`config.mk`:
```
export PLATFORM = sky130hd
export DESIGN_NAME = fhd_ram
export DESIGN_NICKNAME = d
export VERILOG_FILES = /design/src/fhd_ram.sv
export SDC_FILE = /design/constraint.sdc
export NUM_CORES = 2
export LEC_CHECK = 0
export ABC_CLOCK_PERIOD_IN_PS = 6500
export BUFFER_PORTS_ARGS = -buffer_cell sky130_fd_sc_hd__buf_2
export CAP_MARGIN = 20
export CORE_UTILIZATION = 35
export DETAILED_ROUTE_END_ITERATION = 12
export GPL_ROUTABILITY_DRIVEN = 0
export GPL_TIMING_DRIVEN = 0
export RECOVER_POWER = 50
export SKIP_LAST_GASP = 1
export SYNTH_ARGS = -nofsm -noshare
export SYNTH_HDL_FRONTEND = slang
export SYNTH_SLANG_ARGS = --single-unit
```
`constraint.sdc`:
```
create_clock -name clk -period 6.5 [get_ports clk]
set_clock_uncertainty 0.15 [all_clocks]
set_input_delay 1.3 -clock clk [delete_from_list [all_inputs] [get_ports clk]]
set_output_delay 1.3 -clock clk [all_outputs]
set_load 0.03 [all_outputs]
```
`src/fhd_ram.sv`:
```
`timescale 1ns / 1ps
// ----------------------------------------------------------------------------
// Generic RAM
// One write port and one read port; the read data is registered.
// ----------------------------------------------------------------------------
module fhd_ram #(
  parameter int Width = 8,
  parameter int Depth = 256
) (
  input  logic                     clk,
  input  logic                     we,
  input  logic [$clog2(Depth)-1:0] waddr,
  input  logic [Width-1:0]         wdata,
  input  logic [$clog2(Depth)-1:0] raddr,
  output logic [Width-1:0]         rdata
);

  logic [Width-1:0] mem [Depth];

  always_ff @(posedge clk) begin
    if (we) begin
      mem[waddr] <= wdata;
    end
    rdata <= mem[raddr];
  end

endmodule

```
Word-level counts from Yosys, hierarchy flattened
Memories as Yosys holds them, arrays and structs flattened. A register that Yosys moved wholly into a read port is not among the register bits.
Index checks and enable logic that the tools add are counted.
{ "word_totals": {"out_inout_bits": 8, "regBits": 0, "mem_count": 1, "ram_bits": 2048, "input_bits": 26} }
{ "op_classes": {"n_mux": 2} }
{ "memory_table": {"columns": ["memory", "depth", "width", "read_ports", "rd_ports_with_merged_regs", "wr", "line", "text"], "rows": [
  ["mem", 256, 8, 1, 1, 1, "18", "logic [Width-1:0] mem [Depth];"]
]} }
{ "ops": {"columns": ["op", "n"], "rows": [
  ["2-to-1 mux 1 bit", 2]
]} }

Longest topological paths before layout
{ "logic_depth": {"ltp_word": 2, "mapped_depth": 11, "ltp_nobuf": 6} }

Least setup slack after synthesis
Ideal clock, no wire load.
{ "synth_path": {"path_kind": "input to register", "from": "in raddr[0]", "to": "reg rdata[2] (read register of mem)", "slack_ps": 3112, "arrival_time_ps": 3107, "cell_stages": 9, "t_required_ps": 6219, "cell_sequence": "buf_6 > buf_12 > buf_8 > buf_2 > mux4_2 > a22oi_1 > a21oi_1 > nor4_1 > nor4_2"} }
{ "synth_lines": {"columns": ["item", "line", "text"], "rows": [
  ["from (decl)", "14", "input logic [$clog2(Depth)-1:0] raddr,"],
  ["to (decl)", "15", "output logic [Width-1:0] rdata"]
]} }

Worst setup path in the final report
{ "layout_path": {"from": "in wdata[5]", "to": "mem mem[253][5], data pin"} }
{ "layout_lines": {"columns": ["item", "line", "text"], "rows": [
  ["from (decl)", "13", "input logic [Width-1:0] wdata,"],
  ["to (decl)", "18", null]
]} }
No word-level cell before the write port.

==> impl_summary.txt <==
----------------------------------------------------
[Run status]
  Outcome ... finished, violations left
  Violated checks ... max-capacitance violations, max-slew violations

[Timing]
  Setup repair after global routing missed its margin ... no
  Count of final max-slew check failures ... 1008
  Sum of negative setup slack ... 0 ps
  Upper clock frequency limit ... 179.9 MHz
  Total count of hold-check failures in the final report ... 0
  Part of the cycle the worst path needs ... 0.8552
  Setup violators final ... 0
  Worst Tran Pin Value ... 5419 ps
  Clock period minus worst slack ... 5559 ps
  Slew Limit Headroom ... -2.613

[Pwr]
  Static leakage ... 27.68 nW
  PwrDens ... 309.4 nW/µm²
  Max VDD drop ... 294.0 µV

[Routing]
  Wire length per cell ... 34.23 µm
  Post-route DRC violation count ... 0
  Number of violations reported at the end of detailed-routing iteration 0 ... 6602
  Via count ... 41814
  Remaining antenna violation count ... 0
  Vias per std cell ... 5.821
  DR pass1 iterations ... 6
  Wire length reported by the detailed router ... 245900 µm

[Cells and area]
  Top library cells by usage in the layout, fill and taps aside ... sky130_fd_sc_hd__edfxtp_1 (2048), sky130_fd_sc_hd__mux4_2 (454), sky130_fd_sc_hd__nor2_1 (282), sky130_fd_sc_hd__clkbuf_16 (209), sky130_fd_sc_hd__clkbuf_1 (145)
  Number of inserted filler cells in the final layout ... 19791
  Multi-input gate area in the final layout ... 16450 µm²
  Share of layout cells above drive strength 1 ... 0.2238
  Number of cells in the finished layout apart from fillers ... 7183
  Leading cell type in the layout, fill and taps excluded ... sky130_fd_sc_hd__edfxtp_1
  Number of nets in the layout ... 4032
  Sequential standard cell area ... 61660 µm²
  Layout-stage area growth over the synthesis result ... 14.12%

[Floorplan]
  Die Width ... 478.8 µm
  Count of pins on the block boundary ... 34
  FP Rows ... 174
  Die Area ... 229200 µm²
  Floorplan core area ... 225300 µm²
  Overall die height ... 478.8 µm
  Effective utilization at floorplan ... 0.3531

[Worst setup path]
  CP bufs+invs ... 2
  CP Max Fanout ... 99
  Type of element launching the critical path ... input pin
  Sequence of cells on the critical path ... clkbuf_1 -> clkbuf_2
  Critical path's slowest cell ... sky130_fd_sc_hd__clkbuf_1
  Crit. End Element ... flip-flop
  Cell family with most CP delay ... buffers and inverters
  Required time worst endpoint ... 6650 ps
  Arrival time at the worst endpoint ... 5710 ps
  Longest individual stage delay on the worst path ... 2340 ps
  Category of the critical setup timing path ... input pin to flip-flop

[Global routing]
  Maximum number of pins on one net before global-route repair ... 157
  Antenna violations before repair ... 20
  Global-route total usage across every layer ... 0.2111
  Via count of the first global-routing pass ... 40446
  Gr ovfl total ... 0
  First-pass GRT wire length ... 333900 µm

[Clock tree]
  Cells resized by post-CTS repair ... 0
  Cts-stage hold buffer count ... 0
  H-Tree Depth ... 4
  Clock latency of the later-clocked register in the worst-skew pair ... 870 ps
  Post-CTS setup buffers ... 0
  Clock tree root driver cell ... sky130_fd_sc_hd__clkbuf_16
  TritonCTS Sinks ... 2056
  Reg clk slew, reported paths ... 60 ps
  Buffer depth of the longest clock path ... 3
  Clock tree from TritonCTS ... yes
  Cts bufs inserted ... 207

[Job]
  Max-capacitance violation count ... 10

[Synthesis]
  Share of synthesized flip-flops with an asynchronous set or reset ... 0
  Synthesized area ... 79560 µm²
  Sequential element share of the synthesized area ... 0.7750
  Yosys warnings ... 0
  Mean cell area of the mapped netlist ... 21.31 µm²
  Synth Flop Type ... sky130_fd_sc_hd__edfxtp_1
  Number of distinct standard cells referenced by the synthesized netlist ... 55
  Nets in the synthesized netlist ... 3759
  EDFF count, synth ... 2048
  Cells after synthesis ... 3733
  Number of storage elements in the synthesis netlist ... 2056

[Placement]
  Detailed placer's ending HPWL ... 164600 µm
  Post-placement cell count ... 6786
  Count of buffers inserted at the top-level ports ... 26

[Worst hold path]
  Kind of path behind the tightest hold check ... flip-flop to flip-flop

----------------------------------------------------
## cell families (layout without fill, tap and decap cells)
logic type,count (synthesis),after routing,share of synthesized area
compound gates,385,385,0.03419
buf+inv,235,680,0.01831
flops,2056,2056,0.7750
mux,591,591,0.1462
other cells,0,13,0
simple gates,466,466,0.02628
## flip-flops by register name (all words and copies together) (netlist names)
name and count:
mem 2048, rdata 8
## per-stage QoR
stage	instance area (µm²)	hold slack (ps)	setup slack, ps	power [mW]	util
after floorplan	79560	619.9	3112	15.64	-
after global placement	83430	1174	196.5	16.47	0.3703
after detailed placement	84200	1184	482.7	16.49	0.3737
after CTS	90840	732.3	1446	28.10	0.4031
after global routing	90770	1250	724.7	28.65	0.4028
final	90790	1198	940.9	28.09	0.4029
## synth_stat cells, types with 16 or more instances
cell                          n  area (µm²)
sky130_fd_sc_hd__nor2_1     282        1059
sky130_fd_sc_hd__buf_1       22       82.58
sky130_fd_sc_hd__clkbuf_1   111       416.7
sky130_fd_sc_hd__a211oi_1    16       120.1
sky130_fd_sc_hd__nor4_1      24       150.1
sky130_fd_sc_hd__nor2b_1     31       193.9
sky130_fd_sc_hd__nor3_1      22       110.1
sky130_fd_sc_hd__buf_6       21       236.5
sky130_fd_sc_hd__buf_2       31       155.2
sky130_fd_sc_hd__nand3_1     34       170.2
sky130_fd_sc_hd__mux4_2     454       10220
sky130_fd_sc_hd__buf_4       27       202.7
sky130_fd_sc_hd__o22ai_1     28       175.2
sky130_fd_sc_hd__a22oi_1    133       998.5
sky130_fd_sc_hd__edfxtp_1  2048       61500
sky130_fd_sc_hd__a21oi_1     96       480.5
sky130_fd_sc_hd__nand2_1     33       123.9
sky130_fd_sc_hd__mux2i_1    134        1341
sky130_fd_sc_hd__o221ai_1    46       402.9
## per-layer routing
layer / routed length (µm) / part of all wire / track usage
met1: 93360 / 0.38 / 0.2789
met2: 114300 / 0.46 / 0.3298
met3: 27000 / 0.11 / 0.05465
met4: 11110 / 0.045 / 0.09056
met5: 99 / 0.00040 / 0
## where the power goes
group / internal (mW) / leakage, nW / switching (mW)
Clock: 6.64 / 3.23 / 5.19
Combinational: 0.484 / 5.98 / 1.12
Sequential: 14.6 / 18.5 / 0.00865
Total: 21.8 / 27.7 / 6.32
## path summary, 6_finish.rpt
kind	slack (ps)	depth (start not counted)	to	start
setup / recovery	940	2	mem[253][5]$_DFFE_PP_	wdata[5]
hold reg to reg	1200	6	rdata[4]$_DFF_P_	mem[74][4]$_DFFE_PP_
setup reg to reg	3000	6	rdata[3]$_DFF_P_	mem[208][3]$_DFFE_PP_
hold / removal	1200	6	rdata[4]$_DFF_P_	mem[74][4]$_DFFE_PP_
## cell type report
type	count	area share
flip-flops and latches	2056	0.6792
multi-input cells	1442	0.1812
clock buffers	258	0.05963
well taps	2992	0.04123
plain buffers	233	0.01628
clock inverters	123	0.01351
repair buffers	64	0.008517
diodes	13	0.0003583
inverters	2	0.00008269
Note: power is estimated with default switching activity, not from simulation.
