==> src/fhd_pkg.sv <==
`timescale 1ns / 1ps
// ----------------------------------------------------------------------------
// FHd accumulator package
// Shared widths, register indexes, queue word type and the quarter-wave
// sine polynomial constants.
// ----------------------------------------------------------------------------
package fhd_pkg;

  localparam int MaxSamples = 256;
  localparam int IdxW       = $clog2(MaxSamples);
  localparam int CntW       = $clog2(MaxSamples + 1);

  localparam logic [0:0] CfgSampleCount = 1'b0;
  localparam logic [0:0] CfgVoxelCount  = 1'b1;

  localparam logic [22:0] SinA = 23'd6588397;
  localparam logic [22:0] SinB = 23'd2691035;
  localparam logic [22:0] SinC = 23'd296942;

  // One voxel word handed from the front part to the back part.
  typedef struct packed {
    logic signed [15:0] pos_x;
    logic signed [15:0] pos_y;
    logic signed [15:0] pos_z;
    logic signed [31:0] start_re;
    logic signed [31:0] start_im;
    logic               last;
  } voxel_t;

  // Saturating add of a Q16 term to a 32-bit accumulator.
  function automatic logic signed [31:0] sat_add(input logic signed [31:0] a,
                                                 input logic signed [36:0] d);
    logic signed [37:0] r;
    r = 38'(a) + 38'(d);
    if (r > 38'sh7FFFFFFF) return 32'sh7FFFFFFF;
    else if (r < -38'sh80000000) return 32'sh80000000;
    else return r[31:0];
  endfunction

endpackage

==> src/fhd_front.sv <==
`timescale 1ns / 1ps
// ----------------------------------------------------------------------------
// FHd front part
// Accepts input words, writes load words into the sample tables, and queues
// voxel words with their end-of-volume flag for the back part.
// ----------------------------------------------------------------------------
module fhd_front (
  input  logic                  clk,
  input  logic                  rst_n,
  input  logic                  in_tvalid,
  output logic                  in_tready,
  input  logic [199:0]          in_tdata,
  input  logic                  in_tuser,
  input  logic [16:0]           voxel_count,
  input  logic                  back_busy,
  output logic                  tab_we,
  output logic [fhd_pkg::IdxW-1:0] tab_waddr,
  output logic [79:0]           tab_wdata,
  output logic                  q_valid,
  input  logic                  q_pop,
  output fhd_pkg::voxel_t       q_word
);
  import fhd_pkg::*;

  localparam int QDepth = 2;

  voxel_t      q_mem_r [QDepth];
  logic        wp_r, wp_nxt, rp_r, rp_nxt;
  logic [1:0]  cnt_r, cnt_nxt;
  logic [16:0] vcnt_r, vcnt_nxt;
  logic        acc, push, last;
  voxel_t      w;

  // A load waits until no voxel is queued or being summed, so that a voxel
  // always sees the tables as they were when it was accepted.
  assign in_tready = in_tuser ? (cnt_r != 2'(QDepth)) : (cnt_r == 2'd0 && !back_busy);
  assign acc  = in_tvalid && in_tready;
  assign push = acc && in_tuser;

  // Load words go straight to the tables: k_x,k_y,k_z,w_re,w_im.
  assign tab_we    = acc && !in_tuser;
  assign tab_waddr = in_tdata[IdxW-1:0];
  assign tab_wdata = in_tdata[87:8];

  // Volume position counter.
  assign last = (18'(vcnt_r) + 18'd1) >= 18'(voxel_count);
  always_comb begin
    vcnt_nxt = vcnt_r;
    if (push) vcnt_nxt = last ? 17'd0 : vcnt_r + 17'd1;
  end

  always_comb begin
    w.pos_x    = in_tdata[103:88];
    w.pos_y    = in_tdata[119:104];
    w.pos_z    = in_tdata[135:120];
    w.start_re = in_tdata[167:136];
    w.start_im = in_tdata[199:168];
    w.last     = last;
  end

  // Two-entry queue pointers.
  always_comb begin
    wp_nxt  = push ? ~wp_r : wp_r;
    rp_nxt  = q_pop ? ~rp_r : rp_r;
    cnt_nxt = cnt_r + 2'(push) - 2'(q_pop);
  end

  always_ff @(posedge clk) begin
    if (!rst_n) begin
      wp_r   <= 1'b0;
      rp_r   <= 1'b0;
      cnt_r  <= 2'd0;
      vcnt_r <= 17'd0;
    end else begin
      wp_r   <= wp_nxt;
      rp_r   <= rp_nxt;
      cnt_r  <= cnt_nxt;
      vcnt_r <= vcnt_nxt;
    end
  end

  always_ff @(posedge clk) begin
    if (push) q_mem_r[wp_r] <= w;
  end

  assign q_valid = cnt_r != 2'd0;
  assign q_word  = q_mem_r[rp_r];

endmodule

==> config.mk <==
export PLATFORM = sky130hd
export DESIGN_NAME = fhd_front
export DESIGN_NICKNAME = d
export VERILOG_FILES = /design/src/fhd_pkg.sv /design/src/fhd_front.sv
export SDC_FILE = /design/constraint.sdc
export NUM_CORES = 1
export LEC_CHECK = 0
export BUFFER_PORTS_ARGS = -buffer_cell sky130_fd_sc_hd__buf_2
export CORE_AREA = 2 2 168 170
export CTS_BUF_LIST = sky130_fd_sc_hd__clkbuf_16
export CTS_CLUSTER_DIAMETER = 120
export DETAILED_ROUTE_END_ITERATION = 8
export DIE_AREA = 0 0 170 172
export GPL_TIMING_DRIVEN = 0
export PLACE_DENSITY_LB_ADDON = 0.05
export SYNTH_ARGS = -nofsm -noshare
export SYNTH_HDL_FRONTEND = slang
export SYNTH_SLANG_ARGS = --single-unit
==> constraint.sdc <==
create_clock -name clk -period 8.6 [get_ports clk]
set_input_delay 0.86 -clock clk [delete_from_list [all_inputs] [get_ports clk]]
set_output_delay 0.86 -clock clk [all_outputs]
set_load 0.1 [all_outputs]
=== Yosys cells after proc, flatten, opt, wreduce, memory -nomap -nowiden ===
Memory sizes are Yosys's and may differ from the RTL's. A register that Yosys moved wholly into a read port is not among the register bits.
Index checks and enable logic that the tools add are counted.

* Flip-flop bits (word level): 21
* RAM bits: 226
* Bits of input ports: 223
* Output and inout port bits: 204
* Logic and storage cells: 27
* Memories kept: 1

{| class="wikitable"
|+ Memory list
! memory !! words !! bits a word !! read ports !! clocked after Yosys merged registers in !! wr ports !! line !! RTL
|-
| q_mem_r || 2 || 113 || 1 || 1 || 1 || fhd_front.sv:27 || <nowiki>voxel_t q_mem_r [QDepth];</nowiki>
|}

* Add/sub/neg operators: 4
* $lt $le $gt $ge: 1
* Eq/ne operators: 1
* Mux-type cells: 6
* Bitwise operators: 2
* Reductions and logical operators: 8

{| class="wikitable"
|+ Operator list
! kind !! number
|-
| $add A17 B1 Y18 const B || 1
|-
| $ge A18 B17 Y1 || 1
|-
| $add A17 B1 Y17 const B || 1
|-
| $mux W17 || 1
|-
| $mux W1 || 5
|-
| $logic_and A1 B1 Y1 || 4
|-
| $add A2 B1 Y2 || 1
|-
| $logic_not A1 Y1 || 2
|-
| $logic_not A2 Y1 || 1
|-
| $ne A2 B2 Y1 const B || 1
|-
| $not A1 Y1 || 2
|-
| $reduce_bool A2 Y1 || 1
|-
| $sub A2 B1 Y2 || 1
|}

=== Logic depth before layout (Yosys ltp) ===
* Depth after elaboration: 7
* Gate-level depth with buffers: 14
* Gate-level depth less buffers: 12

=== Worst setup path after synthesis ===
Ideal clock, no wire load.

* Path type: input to register
* Start point: in in_tvalid
* End point: mem q_mem_r[0][0] in the netlist's numbering (enable)
* Setup time: 0.587 ns
* Arrival: 6.106 ns
* Data required time: 8.013 ns
* Setup slack: 1.907 ns
* Stages on the path: 4
* Path buffers: 1
* Cells stage by stage: o211a_1 -> inv_1 -> buf_1 -> nor2_1

* Word-level cells in the longest chain between the ends: 4

{| class="wikitable"
|+ Ends and longest elaborated chain
! what !! line !! RTL
|-
| start, declared || fhd_front.sv:10 || <nowiki>input logic in_tvalid,</nowiki>
|-
| $logic_and A1 B1 Y1 || fhd_front.sv:37 || <nowiki>assign acc = in_tvalid && in_tready;</nowiki>
|-
| $logic_and A1 B1 Y1 || fhd_front.sv:38 || <nowiki>assign push = acc && in_tuser;</nowiki>
|-
| $mux W1 || fhd_front.sv:83 || <nowiki>if (push) q_mem_r[wp_r] <= w;</nowiki>
|-
| $mux W1 (implied by the code) || fhd_front.sv:83 ||
|-
| end, declared || fhd_front.sv:27 ||
|}

No other way between the ends.

==> results.py <==
metrics = {
    "final_layout": {
        "nets": 1285,
        "post_route_cells_drive_above_1_share_pct": 56.5,
        "fillers": 2450,
        "syn_to_final_growth_pct": 30.5,
        "fin_area_um2": 13700,
    },
    "sta": {
        "period_needed_ns": 3.81,
        "fmax_mhz": 262,
        "finClkSkew_ns": 0.0115,
        "finalSetupTns_ns": 0,
        "rsz0062_at_grt": "no",
        "slew_headroom_pct": 45.2,
        "worst_pin_slew_ns": 0.822,
        "finalCritPeriodShare_pct": 44.3,
        "hold_slack_ns": 0.489,
        "finalHoldViolCount": 0,
        "setup_viol": 0,
        "slew_violations": 0,
    },
    "routing": {
        "drt_first_pass_iters": 4,
        "drt_wl_total_um": 24500,
        "drc_errors": 0,
        "routedWlPerCell_um": 17.3,
        "postRouteAntennaNets": 0,
        "vias_per_cell": 4.64,
        "drt_iter0_markers": 276,
        "vias": 6557,
    },
    "pwr": {
        "power_switching_w": 0.00124,
        "pwr-share-seq_pct": 39.7,
        "ir_drop_mv": 0.153,
        "p_int_w": 0.00229,
        "powerDensity_nw_per_um2": 258,
        "total_leakage_power_nw": 5.60,
        "p_comb_share_pct": 26.9,
        "p_clk_share_pct": 33.3,
        "swShare_pct": 35.1,
    },
    "flow_run": {
        "maxCapViolations": 0,
    },
    "floorplanning": {
        "rows": 61,
        "die-width_um": 170,
        "coreArea_um2": 27500,
        "fp.dieH_um": 172,
        "die_area_um2": 29200,
        "io-pin-count": 427,
        "initial_utilization_pct": 38.2,
    },
    "clocking": {
        "cts_tree": "done",
        "cts_setup_buffers": 0,
        "cts_buffer_depth": 3,
        "cts_resized": 0,
        "clk_root_buffer_cell": "clkbuf_16",
        "insertion_delay_ns": 0.54,
        "hold_buffers": 0,
        "cts_buffers": 27,
        "clkTransAtPathRegs_ns": 0.06,
        "h-tree-depth": 1,
        "clock-sinks": 248,
    },
    "worst_setup_path": {
        "end_kind": "output port",
        "arrival_ns": 2.95,
        "required_ns": 7.74,
        "worstReg2RegStart": "vcnt_r[0]",
        "r2r_slack_ns": 5.09,
        "reg2reg_to": "vcnt_r[14]",
        "critPathLaunchType": "flop",
        "worstSetupPathType": "reg -> out",
        "worstPathMaxFanout": 10,
        "reg2reg_depth": 12,
    },
    "yosys": {
        "synth_edf_count": 226,
        "syn_nets": 912,
        "synth_cell_types": 45,
        "ys_seq_elements": 248,
        "syn_inst": 669,
        "synth_warnings": 0,
        "synth_ff_type": "edfxtp_1",
        "synth_area_um2": 10500,
        "synth_top_area_share_pct": 64.6,
        "synthArstFlopShare_pct": 0,
        "synth_seq_area_share_pct": 68.8,
        "syn_area_per_cell_um2": 15.7,
        "synth_largest_area_cell": "edfxtp_1",
        "synth.area.top_cells": "edfxtp_1 (65%), mux2_2 (12%), buf_4 (6.3%)",
    },
    "global_routing": {
        "grt_pass1_vias": 6524,
        "antenna_found_initial": 5,
        "grt_overflow": 0,
        "grt_max_degree": 53,
        "grt_use_total_pct": 15.9,
        "grt_pass1_wl_um": 35700,
    },
    "placed_design": {
        "port-buffer-count": 338,
        "placed_cell_area_um2": 12800,
        "place.gp.congestion": 0.809,
        "hpwl_um": 17600,
    },
    "worst_hold_path": {
        "hold_end": "vcnt_r[16]",
        "worstHoldPathType": "reg -> reg",
        "whs_path_depth": 2,
        "min_from": "vcnt_r[16]",
    },
    "run_status": {
        "status": "complete, no violations",
    },
}
cell usage after synthesis, types with 2 or more instances:
cell type and number:
buf_6 2, dfxtp_1 22, and2_1 3, inv_1 25
a211oi_1 2, ha_1 20, a21oi_1 17, buf_1 5
a31oi_1 4, nor3_1 4, o21ai_0 6, o31ai_1 2
nand4_1 7, buf_2 6, xnor2_1 12, edfxtp_1 226
o21ai_1 2, mux2_2 113, nand3_1 17, buf_4 88
nand2_1 29, and3_1 3, xor2_1 6, clkbuf_1 8
nor4_1 2, nor2_1 19
cells by family (layout without fill, tap and decap cells):
| family | Yosys count | after routing | synth area share, % |
|---|---|---|---|
| compound gates | 37 | 37 | 2.06 |
| fa+ha+maj | 20 | 20 | 2.38 |
| simple gates | 96 | 96 | 4.72 |
| mux | 113 | 113 | 12.1 |
| xor+xnor | 19 | 19 | 1.66 |
| flops | 248 | 248 | 68.8 |
| other cells | 0 | 4 | 0 |
| buf+inv | 136 | 530 | 8.29 |
metal layers:
layer,up-vias,GRT usage (%),share of wire (%)
li1,3126,-,-
met1,3119,20.0,42
met2,267,27.2,48
met3,43,3.82,7.2
met4,2,4.83,2.8
met5,-,0,0.069
critical path, stage by stage (launching register included):
cell and delay [ns]:
dfxtp_1 0.30, clkbuf_1 0.24, clkbuf_1 0.62, clkbuf_1 0.54
mux2_2 0.27, buf_2 0.43
metrics by stage:
step | util [%] | power (W) | std cells | setup WS, ns
3_5_place_dp | 46.5 | 0.00239 | 1359 | 5.08
5_1_grt | 49.9 | 0.00365 | 1412 | 4.51
3_3_place_gp | 46.0 | 0.00239 | 1353 | -2.10
6_report | 49.9 | 0.00353 | 1413 | 4.79
2_1_floorplan | - | 0.00223 | 669 | 1.91
4_1_cts | 49.9 | 0.00358 | 1409 | 4.59
power groups by stage:
stage / Sequential, W / Clock, W / Combinational, W
floorplan: 0.00144 / 0 / 0.000790
finish: 0.00140 / 0.00118 / 0.000951
global placement: 0.00145 / 0 / 0.000943
detailed placement: 0.00143 / 0 / 0.000959
global route: 0.00141 / 0.00126 / 0.000986
CTS: 0.00140 / 0.00121 / 0.000961
flip-flops by register name, indices dropped and copies added, names as in the netlist, named ones only:
register  cells
rp_r          1
vcnt_r       17
wp_r          1
cnt_r         2
q_mem_r     226
area by class of cell:
class	count	area (um^2)	share of cell area, %
repair buffers	344	1830	13.4
diodes	4	10.0	0.0730
inverters	25	93.8	0.684
multi-input cells	285	2420	17.6
clock buffers	27	676	4.93
well taps	346	433	3.16
plain buffers	111	777	5.67
clock inverters	23	241	1.76
flip-flops and latches	248	7230	52.7
cell usage in the layout, fill, tap and decap left out, drive strengths merged:
master / instances
o31ai: 2
bufinv: 5
o21ai: 9
inv: 33
buf: 445
nor4: 3
nor2: 19
and2: 4
and3: 3
xor2: 6
mux2: 113
dfxtp: 22
clkbuf: 36
and4: 1
dlygate4sd3: 1
nand3: 18
nor2b: 1
nand4: 8
clkinvlp: 1
a21oi: 17
nand2: 29
or2: 1
nor4b: 1
ha: 20
clkinv: 9
diode: 4
o211a: 1
a211oi: 2
edfxtp: 226
o41ai: 1
a221oi: 1
xnor2: 13
nand3b: 1
nand2b: 1
a31oi: 4
nand4b: 1
nor3: 5
worst max path at each step:
stage                    from              end  slack (ns)  cells past startpoint
floorplan           in_tvalid    q_mem_r[0][0]        1.91                      4
global placement     in_tuser  q_mem_r[0][100]       -2.10                      5
detailed placement  vcnt_r[0]       vcnt_r[14]        5.08                     12
CTS                      flop       q_word[82]        4.59                      5
global route             flop       q_word[80]        4.51                      5
finish                   flop       q_word[82]        4.79                      5
(Power assumes the default switching activity.)
